--- src/hdl/ahfr_pkg.sv ---
`timescale 1ns / 1ps
// ----------------------------------------------------------------------------
// ahfr_pkg: shared types and constants for the ASCII hex frame receiver
// Beat payloads, receive modes, event codes, register indexes and reset values.
// ----------------------------------------------------------------------------
package ahfr_pkg;

  // Timer tick counter width (default for the top level parameter)
  localparam int unsigned TickWidthDef = 32;

  // Configuration port widths
  localparam int unsigned CfgIdxW  = 4;
  localparam int unsigned CfgDataW = 32;

  // Register indexes
  localparam logic [CfgIdxW-1:0] RegStation = CfgIdxW'(0);
  localparam logic [CfgIdxW-1:0] RegTimeout = CfgIdxW'(1);
  localparam logic [CfgIdxW-1:0] RegMaxLen  = CfgIdxW'(2);
  localparam logic [CfgIdxW-1:0] RegMinLen  = CfgIdxW'(3);

  // Register reset values
  localparam logic [7:0]  StationRst = 8'd0;
  localparam logic [31:0] TimeoutRst = 32'd1000;
  localparam logic [8:0]  MaxLenRst  = 9'd256;
  localparam logic [8:0]  MinLenRst  = 9'd2;

  // Framing characters
  localparam logic [7:0] ChColon = 8'h3A;
  localparam logic [7:0] ChCr    = 8'h0D;
  localparam logic [7:0] ChLf    = 8'h0A;
  localparam logic [7:0] CaseBit = 8'h20;

  // Request kinds
  localparam logic ReqChar = 1'b0;
  localparam logic ReqTick = 1'b1;

  typedef enum logic [2:0] {
    MODE_IDLE    = 3'd0,
    MODE_ADDR_HI = 3'd1,
    MODE_ADDR_LO = 3'd2,
    MODE_DATA_HI = 3'd3,
    MODE_DATA_LO = 3'd4,
    MODE_CR      = 3'd5
  } rx_mode_e;

  typedef enum logic [1:0] {
    EV_NONE   = 2'd0,
    EV_ACCEPT = 2'd1,
    EV_DROP   = 2'd2
  } frame_event_e;

  typedef struct packed {
    logic       req_type;
    logic [7:0] rx_char;
    logic       rx_error;
  } ahfr_in_t;

  typedef struct packed {
    logic       byte_valid;
    logic [7:0] data_byte;
    logic [7:0] frame_address;
    logic [1:0] frame_event;
    logic [7:0] frame_length;
  } ahfr_out_t;

endpackage

--- src/hdl/ascii_hex_frame_receiver_unit.sv ---
`timescale 1ns / 1ps
// ----------------------------------------------------------------------------
// ascii_hex_frame_receiver_unit: ASCII hex framer with LRC check
// Decodes ':' address, hex byte pairs and LRC, then CR LF; filters on the
// station address, emits payload bytes one byte late and reports frame events.
// ----------------------------------------------------------------------------
// Each accepted input beat's result is registered in the output register.
// Throughput: one beat per cycle unless a held result is stalled; the output
// register lets a new beat in while the held result is taken in the same cycle.
// Reset: asynchronous, active low; clears frame state and the output valid and
// loads the configuration registers with their defaults.

module ascii_hex_frame_receiver_unit import ahfr_pkg::*; #(
  parameter int unsigned TICK_WIDTH = TickWidthDef
) (
  input  logic                clk_i,
  input  logic                rst_ni,
  input  logic                in_valid_i,
  output logic                in_ready_o,
  input  ahfr_in_t            in_data_i,
  output logic                out_valid_o,
  input  logic                out_ready_i,
  output ahfr_out_t           out_data_o,
  input  logic                cfg_valid_i,
  output logic                cfg_ready_o,
  input  logic [CfgIdxW-1:0]  cfg_index_i,
  input  logic [CfgDataW-1:0] cfg_data_i
);

  localparam int unsigned CmpW = (TICK_WIDTH > 32) ? TICK_WIDTH : 32;

  // Configuration registers
  logic [7:0]  station_q;
  logic [31:0] timeout_q;
  logic [8:0]  max_len_q;
  logic [8:0]  min_len_q;

  // Frame state
  rx_mode_e              mode_q, mode_d;
  logic [7:0]            addr_q, addr_d;
  logic [7:0]            sum_q, sum_d;
  logic [3:0]            hinib_q, hinib_d;
  logic [7:0]            held_q, held_d;
  logic                  held_vld_q, held_vld_d;
  logic [8:0]            cnt_q, cnt_d;
  logic [TICK_WIDTH-1:0] ticks_q, ticks_d;

  // Output register
  logic      out_vld_q;
  ahfr_out_t out_q;
  ahfr_out_t res;

  logic                  accept;
  logic [TICK_WIDTH-1:0] ticks_inc;
  logic [CmpW-1:0]       ticks_cmp;
  logic [CmpW-1:0]       timeout_cmp;
  logic                  is_hex;
  logic [3:0]            nib;
  logic [7:0]            ch_low;
  logic [7:0]            addr_new;
  logic [7:0]            byte_new;

  assign cfg_ready_o = 1'b1;
  assign in_ready_o  = !out_vld_q || out_ready_i;
  assign accept      = in_valid_i && in_ready_o;
  assign out_valid_o = out_vld_q;
  assign out_data_o  = out_q;

  // Write configuration registers
  always_ff @(posedge clk_i or negedge rst_ni) begin
    if (!rst_ni) begin
      station_q <= StationRst;
      timeout_q <= TimeoutRst;
      max_len_q <= MaxLenRst;
      min_len_q <= MinLenRst;
    end else if (cfg_valid_i) begin
      unique case (cfg_index_i)
        RegStation: station_q <= cfg_data_i[7:0];
        RegTimeout: timeout_q <= cfg_data_i[31:0];
        RegMaxLen:  max_len_q <= cfg_data_i[8:0];
        RegMinLen:  min_len_q <= cfg_data_i[8:0];
        default: ;
      endcase
    end
  end

  // Decode one hex digit, either case
  always_comb begin
    ch_low = in_data_i.rx_char | CaseBit;
    is_hex = 1'b0;
    nib    = 4'd0;
    if (in_data_i.rx_char >= 8'h30 && in_data_i.rx_char <= 8'h39) begin
      is_hex = 1'b1;
      nib    = in_data_i.rx_char[3:0];
    end else if (ch_low >= 8'h61 && ch_low <= 8'h66) begin
      is_hex = 1'b1;
      nib    = 4'(ch_low - 8'h57);
    end
  end

  // Saturating tick count and timeout compare
  assign ticks_inc   = (ticks_q == {TICK_WIDTH{1'b1}}) ? ticks_q : ticks_q + 1'b1;
  assign ticks_cmp   = CmpW'(ticks_inc);
  assign timeout_cmp = CmpW'(timeout_q);
  assign addr_new    = {addr_q[3:0], nib};
  assign byte_new    = {hinib_q, nib};

  // Next frame state and result for the beat on the input
  always_comb begin
    mode_d     = mode_q;
    addr_d     = addr_q;
    sum_d      = sum_q;
    hinib_d    = hinib_q;
    held_d     = held_q;
    held_vld_d = held_vld_q;
    cnt_d      = cnt_q;
    ticks_d    = ticks_q;
    res        = '0;

    priority if (in_data_i.req_type == ReqTick) begin
      if (mode_q != MODE_IDLE) begin
        ticks_d = ticks_inc;
        if (ticks_cmp > timeout_cmp) begin
          res.frame_event = EV_DROP;
          mode_d          = MODE_IDLE;
          held_vld_d      = 1'b0;
          ticks_d         = '0;
        end
      end
    end else if (mode_q == MODE_IDLE) begin
      // Start a frame on a clean start mark
      if (!in_data_i.rx_error && in_data_i.rx_char == ChColon) begin
        mode_d     = MODE_ADDR_HI;
        addr_d     = '0;
        held_vld_d = 1'b0;
        ticks_d    = '0;
      end
    end else if (in_data_i.rx_error) begin
      res.frame_event = EV_DROP;
      mode_d          = MODE_IDLE;
      held_vld_d      = 1'b0;
      ticks_d         = '0;
    end else if (in_data_i.rx_char == ChColon) begin
      // Abandon the frame and restart
      res.frame_event = EV_DROP;
      mode_d          = MODE_ADDR_HI;
      addr_d          = '0;
      held_vld_d      = 1'b0;
      ticks_d         = '0;
    end else if (mode_q == MODE_CR) begin
      if (in_data_i.rx_char == ChLf && cnt_q >= min_len_q && sum_q == 8'd0) begin
        res.frame_event  = EV_ACCEPT;
        res.frame_length = (cnt_q != 9'd0) ? 8'(cnt_q - 9'd1) : 8'd0;
      end else begin
        res.frame_event = EV_DROP;
      end
      mode_d     = MODE_IDLE;
      held_vld_d = 1'b0;
      ticks_d    = '0;
    end else if (in_data_i.rx_char == ChCr &&
                 (mode_q == MODE_DATA_HI || mode_q == MODE_DATA_LO)) begin
      if (mode_q == MODE_DATA_HI) begin
        mode_d  = MODE_CR;
        ticks_d = '0;
      end else begin
        res.frame_event = EV_DROP;
        mode_d          = MODE_IDLE;
        held_vld_d      = 1'b0;
        ticks_d         = '0;
      end
    end else if (!is_hex) begin
      res.frame_event = EV_DROP;
      mode_d          = MODE_IDLE;
      held_vld_d      = 1'b0;
      ticks_d         = '0;
    end else begin
      unique case (mode_q)
        MODE_ADDR_HI: begin
          addr_d  = {4'd0, nib};
          mode_d  = MODE_ADDR_LO;
          ticks_d = '0;
        end
        MODE_ADDR_LO: begin
          addr_d     = addr_new;
          ticks_d    = '0;
          held_vld_d = 1'b0;
          // Ignore frames for another station
          if (station_q != 8'd0 && addr_new != 8'd0 && station_q != addr_new) begin
            mode_d = MODE_IDLE;
          end else begin
            sum_d  = addr_new;
            cnt_d  = '0;
            mode_d = MODE_DATA_HI;
          end
        end
        MODE_DATA_HI: begin
          if (cnt_q >= max_len_q) begin
            res.frame_event = EV_DROP;
            mode_d          = MODE_IDLE;
            held_vld_d      = 1'b0;
            ticks_d         = '0;
          end else begin
            hinib_d = nib;
            mode_d  = MODE_DATA_LO;
            ticks_d = '0;
          end
        end
        default: begin
          // Release the held byte, hold back the new one
          if (held_vld_q) begin
            res.byte_valid = 1'b1;
            res.data_byte  = held_q;
          end
          held_d     = byte_new;
          held_vld_d = 1'b1;
          sum_d      = sum_q + byte_new;
          if (cnt_q != 9'h1FF) begin
            cnt_d = cnt_q + 9'd1;
          end
          mode_d  = MODE_DATA_HI;
          ticks_d = '0;
        end
      endcase
    end

    res.frame_address = addr_d;
  end

  // Advance frame state on an accepted beat
  always_ff @(posedge clk_i or negedge rst_ni) begin
    if (!rst_ni) begin
      mode_q     <= MODE_IDLE;
      addr_q     <= '0;
      sum_q      <= '0;
      hinib_q    <= '0;
      held_q     <= '0;
      held_vld_q <= 1'b0;
      cnt_q      <= '0;
      ticks_q    <= '0;
    end else if (accept) begin
      mode_q     <= mode_d;
      addr_q     <= addr_d;
      sum_q      <= sum_d;
      hinib_q    <= hinib_d;
      held_q     <= held_d;
      held_vld_q <= held_vld_d;
      cnt_q      <= cnt_d;
      ticks_q    <= ticks_d;
    end
  end

  // Hold the result beat until taken
  always_ff @(posedge clk_i or negedge rst_ni) begin
    if (!rst_ni) begin
      out_vld_q <= 1'b0;
    end else if (accept) begin
      out_vld_q <= 1'b1;
    end else if (out_ready_i) begin
      out_vld_q <= 1'b0;
    end
  end

  always_ff @(posedge clk_i) begin
    if (accept) begin
      out_q <= res;
    end
  end

endmodule

--- config.mk ---
export PLATFORM = sky130hd
export DESIGN_NAME = ascii_hex_frame_receiver_unit
export DESIGN_NICKNAME = d
export VERILOG_FILES = /design/src/hdl/ahfr_pkg.sv /design/src/hdl/ascii_hex_frame_receiver_unit.sv
export SDC_FILE = /design/constraint.sdc
export NUM_CORES = 1
export LEC_CHECK = 0
export BUFFER_PORTS_ARGS = -buffer_cell sky130_fd_sc_hd__buf_2
export CAP_MARGIN = 40
export CORE_ASPECT_RATIO = 2
export CORE_MARGIN = 4
export CORE_UTILIZATION = 50
export CTS_BUF_LIST = sky130_fd_sc_hd__clkbuf_4
export DETAILED_ROUTE_END_ITERATION = 8
export PLACE_DENSITY = 0.78
export SETUP_SLACK_MARGIN = 0.1
export SLEW_MARGIN = 10
export SYNTH_ARGS = -nofsm -noshare
export SYNTH_HDL_FRONTEND = slang
export SYNTH_SLANG_ARGS = --single-unit
--- constraint.sdc ---
create_clock -name clk_i -period 5.9 [get_ports clk_i]
set_input_delay 0.885 -clock clk_i [delete_from_list [all_inputs] [get_ports clk_i]]
set_output_delay 0.885 -clock clk_i [all_outputs]
set_load 0.02 [all_outputs]
# --- Yosys cells after proc, flatten, opt, wreduce, memory -nomap -nowiden ---
# Cells that the tools add are included.
op_classes:
  add_sub_neg: 5
  muxes: 72
  n_reduce_logical: 38
  magnitude_cmp: 7
  n_bitwise: 13
  eq_ne: 21
ops:
  columns: ["operator", "count"]
  rows:
  - ["$mux 32", 6]
  - ["$mux 8", 14]
  - ["$mux 3", 12]
  - ["$add 32x1->32 const B", 1]
  - ["$eq 32x32->1 const B", 1]
  - ["$gt 32x32->1", 1]
  - ["$pmux 8 s2", 2]
  - ["$mux 9", 3]
  - ["$mux 2", 13]
  - ["$reduce_and 10->1", 2]
  - ["$ge 9x9->1", 2]
  - ["$pmux 9 s2", 1]
  - ["$eq 8x4->1 const B", 2]
  - ["$mux 1", 16]
  - ["$reduce_bool 8->1", 2]
  - ["$not 1->1", 13]
  - ["$reduce_and 11->1", 1]
  - ["$reduce_or 11->1", 1]
  - ["$mux 10", 1]
  - ["$reduce_or 10->1", 1]
  - ["$add 9x1->9 const B", 1]
  - ["$logic_and 1x1->1", 9]
  - ["$ne 9x9->1 const B", 1]
  - ["$pmux 3 s3", 1]
  - ["38 further kinds", 49]
word_totals:
  ff_bits: 159
  wordCells: 174
  out_inout_bits: 30
  input_bits: 51

# --- Longest topological paths before layout ---
# Gate-level depths: netlist of run 1.
logic_depth:
  ltp_word: 16
  depth_mapped: 23
  mapped_depth_nobuf: 17

# --- Least setup slack after synthesis of run 1 ---
# OpenSTA, ideal clock, no wires.
synth_timing:
  kind: "register to register"
  from: "register ticks_q[24]"
  to: "register out_q, in the netlist out_data_o[9] (data pin)"
  required_ns: 5.612
  setup_time_ns: 0.288
  path_slack_ns: 1.512
  arrival_time_ns: 4.100
  period_less_slack_ns: 4.388
  path_buffers: 5
  stages_incl_launch_ff: 20
  path_cell_list: "dfrtp_1 clkbuf_1 and4_1 and4_1 nand3_1 nand2b_1 clkbuf_1 nand2_1 or2_2 xnor2_1 ha_1 or4_1 a21oi_1 a31oi_1 nor2_1 o21a_1 clkbuf_1 clkbuf_1 buf_1 nor3_1"
synth_lines:
  columns: ["element", "line", "rtl"]
  rows:
  - ["start: declaration", "ascii_hex_frame_receiver_unit.sv:46", "logic [TICK_WIDTH-1:0] ticks_q, ticks_d;"]
  - ["start signal: assignment", "ascii_hex_frame_receiver_unit.sv:248", "ticks_q <= ticks_d;"]
  - ["end signal: assignment", "ascii_hex_frame_receiver_unit.sv:265", "out_q <= res;"]
  - ["end: declaration", "ascii_hex_frame_receiver_unit.sv:50", "ahfr_out_t out_q;"]

# --- Worst setup path in the final report of run 1 ---
layout_timing:
  from: "register ticks_q[8]"
  to: "register mode_q[1]"
layout_between:
  elab_chain_len: 5
  word_cells_on_any_way: 6
  cone_classes: "add/sub: 1; order compare: 1; eq/ne: 2; mux: 1; reduce/logical: 1"
layout_lines:
  columns: ["element", "line", "rtl"]
  rows:
  - ["$add 32x1->32 / $eq 32x32->1 (equally long branches)", "ascii_hex_frame_receiver_unit.sv:102", "assign ticks_inc = (ticks_q == {TICK_WIDTH{1'b1}}) ? ticks_q : ticks_q + 1'b1;"]
  - ["$mux 32 *", "ascii_hex_frame_receiver_unit.sv:102", null]
  - ["$gt 32x32->1 *", "ascii_hex_frame_receiver_unit.sv:123", "if (ticks_cmp > timeout_cmp) begin"]
  - ["$ne 2x1->1 (no source line) *", null, null]
  - ["$reduce_and 4->1 (no source line) *", null, null]
  - ["end signal: assignment", "ascii_hex_frame_receiver_unit.sv:241", "mode_q <= mode_d;"]
  - ["end: declaration", "ascii_hex_frame_receiver_unit.sv:39", "rx_mode_e mode_q, mode_d;"]
# Mark *: on every way between the ends. The rest lies on a longest branch, timed or not.
# A chain may end at the register's enable or synchronous reset.

==> flow_metrics.env, run 1 <==
export IMPL_insertion_delay_ns=0.59
export IMPL_slowest_stage="nor3_1"
export IMPL_ys_ff_latch=159
export IMPL_drive_above_1_share_pct=17.6
export IMPL_vias_per_cell=5.88
export IMPL_cts_hold_fix_buffers=0
export IMPL_areaGrowthSynthToFinish_pct=10.2
export IMPL_tritoncts="done"
export IMPL_ir_worst_vdd_uv=164
export IMPL_gp_congestion=0.896
export IMPL_p_leak_nw=4.95
export IMPL_path_cells="and3_1, nand4_1, nor3_1, nor2b_1, nor2_1, nand4_1, xnor2_1, ha_1, nand4_1, nor4_1, o21ai_0, a31oi_1, nor2_1, o21a_1, nor2_1, mux2_2"
export IMPL_setup_viol=0
export IMPL_fillCellCount=1621
export IMPL_finalMaxSlewViolations=0
export IMPL_synth_area_sq_mm=0.00936
export IMPL_ys_seq_area_share_pct=44.1
export IMPL_path_class="flop to flop"
export IMPL_rsz0062_at_grt="false"
export IMPL_nets=1161
export IMPL_rows=70
export IMPL_ys_top_cells_by_area="dfrtp_1 33%, ha_1 8.8%, edfxtp_1 8.7%"
export IMPL_clock_skew_ns=0.0211
export IMPL_fin_tns_setup_ns=0
export IMPL_antenna_found_initial=1
export IMPL_crit_buf_inv=0
export IMPL_cts_max_level=4
export IMPL_synth_nets=1085
export IMPL_start_util_pct=51.1
export IMPL_cts_resized_gates=0
export IMPL_multi_input_area_sq_mm=0.00484
export IMPL_dp_hpwl_mm=18.3
export IMPL_met2_length_mm=12.8
export IMPL_fp_dieW_microns=105
export IMPL_die_area_sq_mm=0.0211
export IMPL_ys_flop_type="dfrtp_1"
export IMPL_ios=81
export IMPL_io_buffers=79
export IMPL_cp_arrival_ns=5.37
export IMPL_numClockSinks=159
export IMPL_synth_warnings=0
export IMPL_wl_per_cell_microns=18.4
export IMPL_antenna_left=0
export IMPL_synth_top_area_share_pct=33.2
export IMPL_met1_length_mm=7.62
export IMPL_clk_pin_slew_ns=0.14
export IMPL_drv_cap=0
export IMPL_die_height_microns=201
export IMPL_route_vias_total=7483
export IMPL_hold_violations=0
export IMPL_cts_setup_buffers=0
export IMPL_crit_path_start_kind="flop"
export IMPL_grt_usage_pct=23.0
export IMPL_seq_area_sq_mm=0.00412
export IMPL_root_buffer="clkbuf_4"
export IMPL_core_area_sq_mm=0.0183
export IMPL_grt_pass1_wl_mm=38.5
export IMPL_yosysTopAreaCell="dfrtp_1"
export IMPL_cts_buffers=17
export IMPL_fmax_mhz=204
export IMPL_drt_iter0_drc=312
export IMPL_highest_layer="met4"
export IMPL_grt_start_max_net_pins=64
export IMPL_synth_common_cells="129 x nand2_1, 124 x dfrtp_1, 66 x ha_1, 66 x inv_1, 65 x o21ai_0"
export IMPL_synthCells=967
export IMPL_hold_path_class="input port to async pin"
export IMPL_min_period_ns=4.89
export IMPL_crit_path_max_fanout=17
export IMPL_relSlewSlack_pct=46.5
export IMPL_met3WireLength_microns=812
export IMPL_route_detailed_drc=0
export IMPL_avgSynthCellArea_sq_um=9.68
export IMPL_async_flop_share_pct=83.0
export IMPL_synth_edf_count=27
export IMPL_grt_overflow_total=0
export IMPL_tightest_slew_ns=0.802
export IMPL_totalWireLength_mm=23.4
export IMPL_finalCritPeriodShare_pct=83.0
export IMPL_dr_pass1_iters=5
export IMPL_netlist_cell_type_count=72
export IMPL_outcome="finished clean"
export IMPL_power_density_mw_per_mm2=266
export IMPL_cts_buffer_depth=2
export IMPL_whs_ns=0.214
export IMPL_required_ns=6.37
export IMPL_grt_pass1_vias=7787
export IMPL_cpLargestDelayFamily="simple AND/OR/NAND/NOR gates"
export IMPL_slowest_delay_ns=0.54
export IMPL_end_kind="flop"
export IMPL_yosysMostFrequentCell="nand2_1"
-- worst register-to-register path, delay by kind of cell, from the launching register on --
kind                       cells  cell delay (ns)
AOI/OAI and AO/OA              3             0.74
xor gates and xnor gates       1             0.12
adders and majority gates      1             0.32
DFF                            1             0.48
muxes                          1             0.36
and+or+nand+nor               10             2.73
-- cells by family after synthesis --
group | synth area share [%]
AND/OR/NAND/NOR | 18.3
AO/OA/AOI/OAI | 14.7
flip-flops | 44.1
buffers and inverters | 4.27
adder cells (fa/ha/maj) | 9.04
XOR/XNOR | 4.49
multiplexers | 5.05
other | 0.0401
-- state kept, by name (all words and copies together) (netlist names) --
register	count
mode_q	3
held_vld_q	1
out_data_o	27
timeout_cmp	32
sum_q	8
station_q	8
hinib_q	4
addr_q	8
out_valid_o	1
ticks_q	32
held_q	8
cnt_q	9
max_len_q	9
min_len_q	9
-- worst paths after layout --
| kind | start | end | slack [ns] | cells after the start |
|---|---|---|---|---|
| min | rst_ni | cnt_q[7] | 0.21 | 1 |
| min in group clk_i | cfg_data_i[27] | timeout_cmp[27] | 0.49 | 3 |
| max | ticks_q[8] | mode_q[1] | 1.01 | 16 |
| min reg2reg | addr_q[6] | addr_q[6] | 0.49 | 2 |
| max in group asynchronous | rst_ni | ticks_q[4] | 4.54 | 2 |
| max reg2reg | ticks_q[8] | mode_q[1] | 1.01 | 16 |
-- layout make-up --
cell class	count	area share, %
Tap cell	216	2.62
Inverter	66	2.40
Multi-Input combinational cell	706	46.9
Timing Repair Buffer	93	4.84
Antenna cell	1	0.0243
Clock inverter	14	1.86
Clock buffer	18	1.31
Sequential cell	159	40.0
-- report_power, final --
| part | switching [mW] | internal [mW] |
|---|---|---|
| clock network | 0.402 | 0.341 |
| logic | 0.403 | 0.257 |
| registers | 0.0868 | 1.26 |
| total | 0.892 | 1.85 |
-- cell usage in the layout (no fill, tap or decap), types with 7 or more instances in the layout --
cell type	n
xor2_1	20
a21oi_1	39
nor2_1	60
xnor2_1	28
nor3_1	19
nand2b_1	14
dfrtp_1	124
or4_1	12
o21ai_0	65
clkbuf_4	18
a22o_1	22
edfxtp_1	27
mux2_1	7
ha_1	66
buf_4	14
nand3_1	28
nand4_1	15
and2_1	7
and3_1	19
dfstp_2	8
a21o_1	21
nor4_1	9
inv_1	66
buf_2	78
o31ai_1	9
nand2_1	129
mux2_2	35
o21a_1	9
-- stage by stage --
stage                     power [mW]  cells  utilization (%)  setup slack (ns)  area (sq um)
after global placement          1.99   1238             54.5              1.32          9970
after global routing            2.91   1273             56.3             0.379         10300
after floorplan                 1.79    967                -              1.51          9360
final                           2.75   1273             56.3              1.01         10300
after detailed placement        2.02   1240             54.5              1.08          9980
after CTS                       2.77   1272             56.3              1.02         10300
-- layer usage --
metal,GRT usage [%],up-vias
li1,-,3584
met1,21.3,3571
met4,19.4,0
met2,43.0,221
met5,0,-
met3,3.50,107
(Power assumes the default switching activity.)
==> inputs of run 2 (changes only) <==
Settings changed: ABC_AREA set to 1.
Clock period 5.9 ns to 5 ns, I/O delays scaled along.
==> flow_metrics.env, run 2 <==
export IMPL_grt_usage_pct=23.9
export IMPL_fp_dieW_microns=107
export IMPL_slowest_delay_ns=0.46
export IMPL_ys_seq_area_share_pct=42.4
export IMPL_grt_pass1_wl_mm=41.1
export IMPL_power_density_mw_per_mm2=340
export IMPL_antenna_left=0
export IMPL_totalWireLength_mm=25.3
export IMPL_ys_ff_latch=159
export IMPL_clock_skew_ns=0.0205
export IMPL_start_util_pct=51.1
export IMPL_crit_path_max_fanout=29
export IMPL_hold_violations=0
export IMPL_synthCells=1241
export IMPL_cts_buffers=17
export IMPL_tightest_slew_ns=0.853
export IMPL_path_cells="ha_1, nand3_1, inv_2, nand2_1, nor4_4, inv_1, o21ai_0, inv_1, ha_1, inv_1, o21bai_1, a21oi_1, o21bai_1, nand2_1, nand2_1, nand2_1, nand2_1, nand2_1, nand2_1, nor2_1, buf_4, inv_2, o21ai_0"
export IMPL_rsz0062_at_grt="false"
export IMPL_synth_warnings=0
export IMPL_ys_flop_type="dfrtp_1"
export IMPL_nets=1439
export IMPL_grt_overflow_total=0
export IMPL_synth_xor_area_share_pct=4.13
export IMPL_areaGrowthSynthToFinish_pct=10.2
export IMPL_root_buffer="clkbuf_4"
export IMPL_synth_common_cells="324 x nand2_1, 164 x inv_1, 124 x dfrtp_1, 113 x nor2_1, 100 x o21ai_0"
export IMPL_ys_top_cells_by_area="dfrtp_1 32%, nand2_1 13%, ha_1 8.5%"
export IMPL_setup_ws_ns=0.696
export IMPL_setup_viol=0
export IMPL_outcome="finished clean"
export IMPL_gp_congestion=0.981
export IMPL_required_ns=5.50
export IMPL_clk_pin_slew_ns=0.15
export IMPL_synth_nets=1359
export IMPL_dr_pass1_iters=8
export IMPL_fmax_mhz=232
export IMPL_synth_top_area_share_pct=31.9
export IMPL_synth_area_sq_mm=0.00972
export IMPL_synth_compound_area_share_pct=11.6
export IMPL_mostFrequentLayoutCells="324 x nand2_1, 164 x inv_1, 124 x dfrtp_1"
export IMPL_avgSynthCellArea_sq_um=7.83
export IMPL_finalPower_mw=3.64
export IMPL_synth_mux_area_share_pct=0
export IMPL_yosysMostFrequentCell="nand2_1"
export IMPL_insertion_delay_ns=0.58
export IMPL_synthAdderAreaFrac_pct=8.70
export IMPL_netlist_cell_type_count=52
export IMPL_fin_tns_setup_ns=0
export IMPL_min_period_ns=4.30
export IMPL_core_area_sq_mm=0.0190
export IMPL_wl_per_cell_microns=15.9
export IMPL_grt_pass1_vias=8531
export IMPL_tritoncts="done"
export IMPL_relSlewSlack_pct=43.1
export IMPL_dp_slack_ns=0.784
export IMPL_drt_iter0_drc=492
export IMPL_drive_above_1_share_pct=13.1
export IMPL_cts_hold_fix_buffers=1
export IMPL_crit_path_frequent_cell="nand2_1"
export IMPL_die_height_microns=205
export IMPL_slowest_stage="inv_1"
export IMPL_vias_per_cell=5.36
export IMPL_yosysTopAreaCell="dfrtp_1"
export IMPL_cts_buffer_depth=2
export IMPL_synth_simple_area_share_pct=25.0
export IMPL_async_flop_share_pct=83.0
export IMPL_ir_worst_vdd_uv=194
export IMPL_path_class="flop to flop"
export IMPL_synth_top_family_by_area="simple AND/OR/NAND/NOR gates"
export IMPL_finalCritPeriodShare_pct=86.1
export IMPL_end_kind="flop"
export IMPL_rows=71
export IMPL_die_area_sq_mm=0.0219
export IMPL_route_vias_total=8515
export IMPL_crit_path_start_kind="flop"
export IMPL_p_leak_nw=5.37
export IMPL_cts_max_level=4
export IMPL_ios=81
export IMPL_antenna_found_initial=1
export IMPL_grt_start_max_net_pins=69
export IMPL_dp_hpwl_mm=19.6
export IMPL_cp_arrival_ns=4.81
export IMPL_synth_edf_count=27
export IMPL_layout_commonest_cell="nand2_1"
export IMPL_final_core_util_pct=56.3
export IMPL_cts_setup_buffers=0
export IMPL_finalMaxSlewViolations=0
export IMPL_hold_path_class="input port to flop"
export IMPL_numClockSinks=159
export IMPL_io_buffers=79
export IMPL_route_detailed_drc=0
export IMPL_cts_resized_gates=0
export IMPL_drv_cap=0
-- run 2: cell types whose count changed in the layout (fill, tap and decap cells not counted), sizes merged, moves of 12 or more --
cell,before,now
o21ai,68,118
inv,68,175
nand2,129,334
nand2b,15,0
or4,12,0
nand3,28,42
a21o,21,1
xor2,20,42
and3,19,0
a22o,22,1
nor2,60,120
xnor2,28,3
mux2,42,0
a21oi,40,57
-- run 2: per-layer routing --
layer  track usage [%]  wire length [microns]  vias to the layer above
met5                 0                      0                        -
met4              15.4                   1590                        0
met2              44.7                  13800                      256
li1                  -                      -                     4187
met1              24.5                   8930                     3980
met3              3.27                   1010                       92
-- run 2: kinds of logic (layout without fill, tap and decap cells) --
group | after synthesis | in the layout
AOI/OAI and AO/OA | 206 | 206
xor gates and xnor gates | 45 | 45
adders and majority gates | 67 | 67
buffers and inverters | 200 | 293
DFF | 159 | 159
other | 1 | 2
and+or+nand+nor | 563 | 563
-- run 2: metrics by stage --
step | hold slack, ns | cell area, sq um | std cells
after floorplan | 0.443 | 9720 | 1241
after global placement | 0.467 | 10400 | 1555
after detailed placement | 0.474 | 10400 | 1556
after CTS | 0.348 | 10700 | 1589
after global routing | 0.377 | 10700 | 1590
final | 0.382 | 10700 | 1590
-- run 2: layout make-up --
class | count | area, sq um
fill | 1862 | 8300
multi-input combinational | 882 | 4820
sequential | 159 | 4120
inverter | 175 | 657
timing repair buffer | 86 | 485
tap | 255 | 319
clock inverter | 13 | 164
clock buffer | 19 | 143
antenna | 1 | 2.50
-- run 2: report_power, final --
part | switching (mW) | total, mW | internal (mW)
clock network | 0.484 | 0.844 | 0.359
logic | 0.699 | 1.08 | 0.384
registers | 0.160 | 1.71 | 1.55
total | 1.34 | 3.64 | 2.29
-- run 2: path summary, 6_finish.rpt --
path / depth (start not counted) / startpoint / to / slack [ns]
setup / recovery: 23 / ticks_q[1] / ticks_q[30] / 0.70
hold / removal: 3 / cfg_data_i[9] / timeout_cmp[9] / 0.38
setup reg to reg: 23 / ticks_q[1] / ticks_q[30] / 0.70
hold reg to reg: 2 / timeout_cmp[9] / timeout_cmp[9] / 0.50
max in group asynchronous: 3 / rst_ni / timeout_cmp[3] / 3.80
min in group asynchronous: 2 / rst_ni / timeout_cmp[13] / 0.53
-- run 2: critical path, delay by kind of cell, from the launching register on --
family                     cells  cell delay (ns)
and+or+nand+nor               10             1.22
buffers and inverters          6             1.15
DFF                            1             0.41
AOI/OAI and AO/OA              5             0.91
adders and majority gates      2             0.52
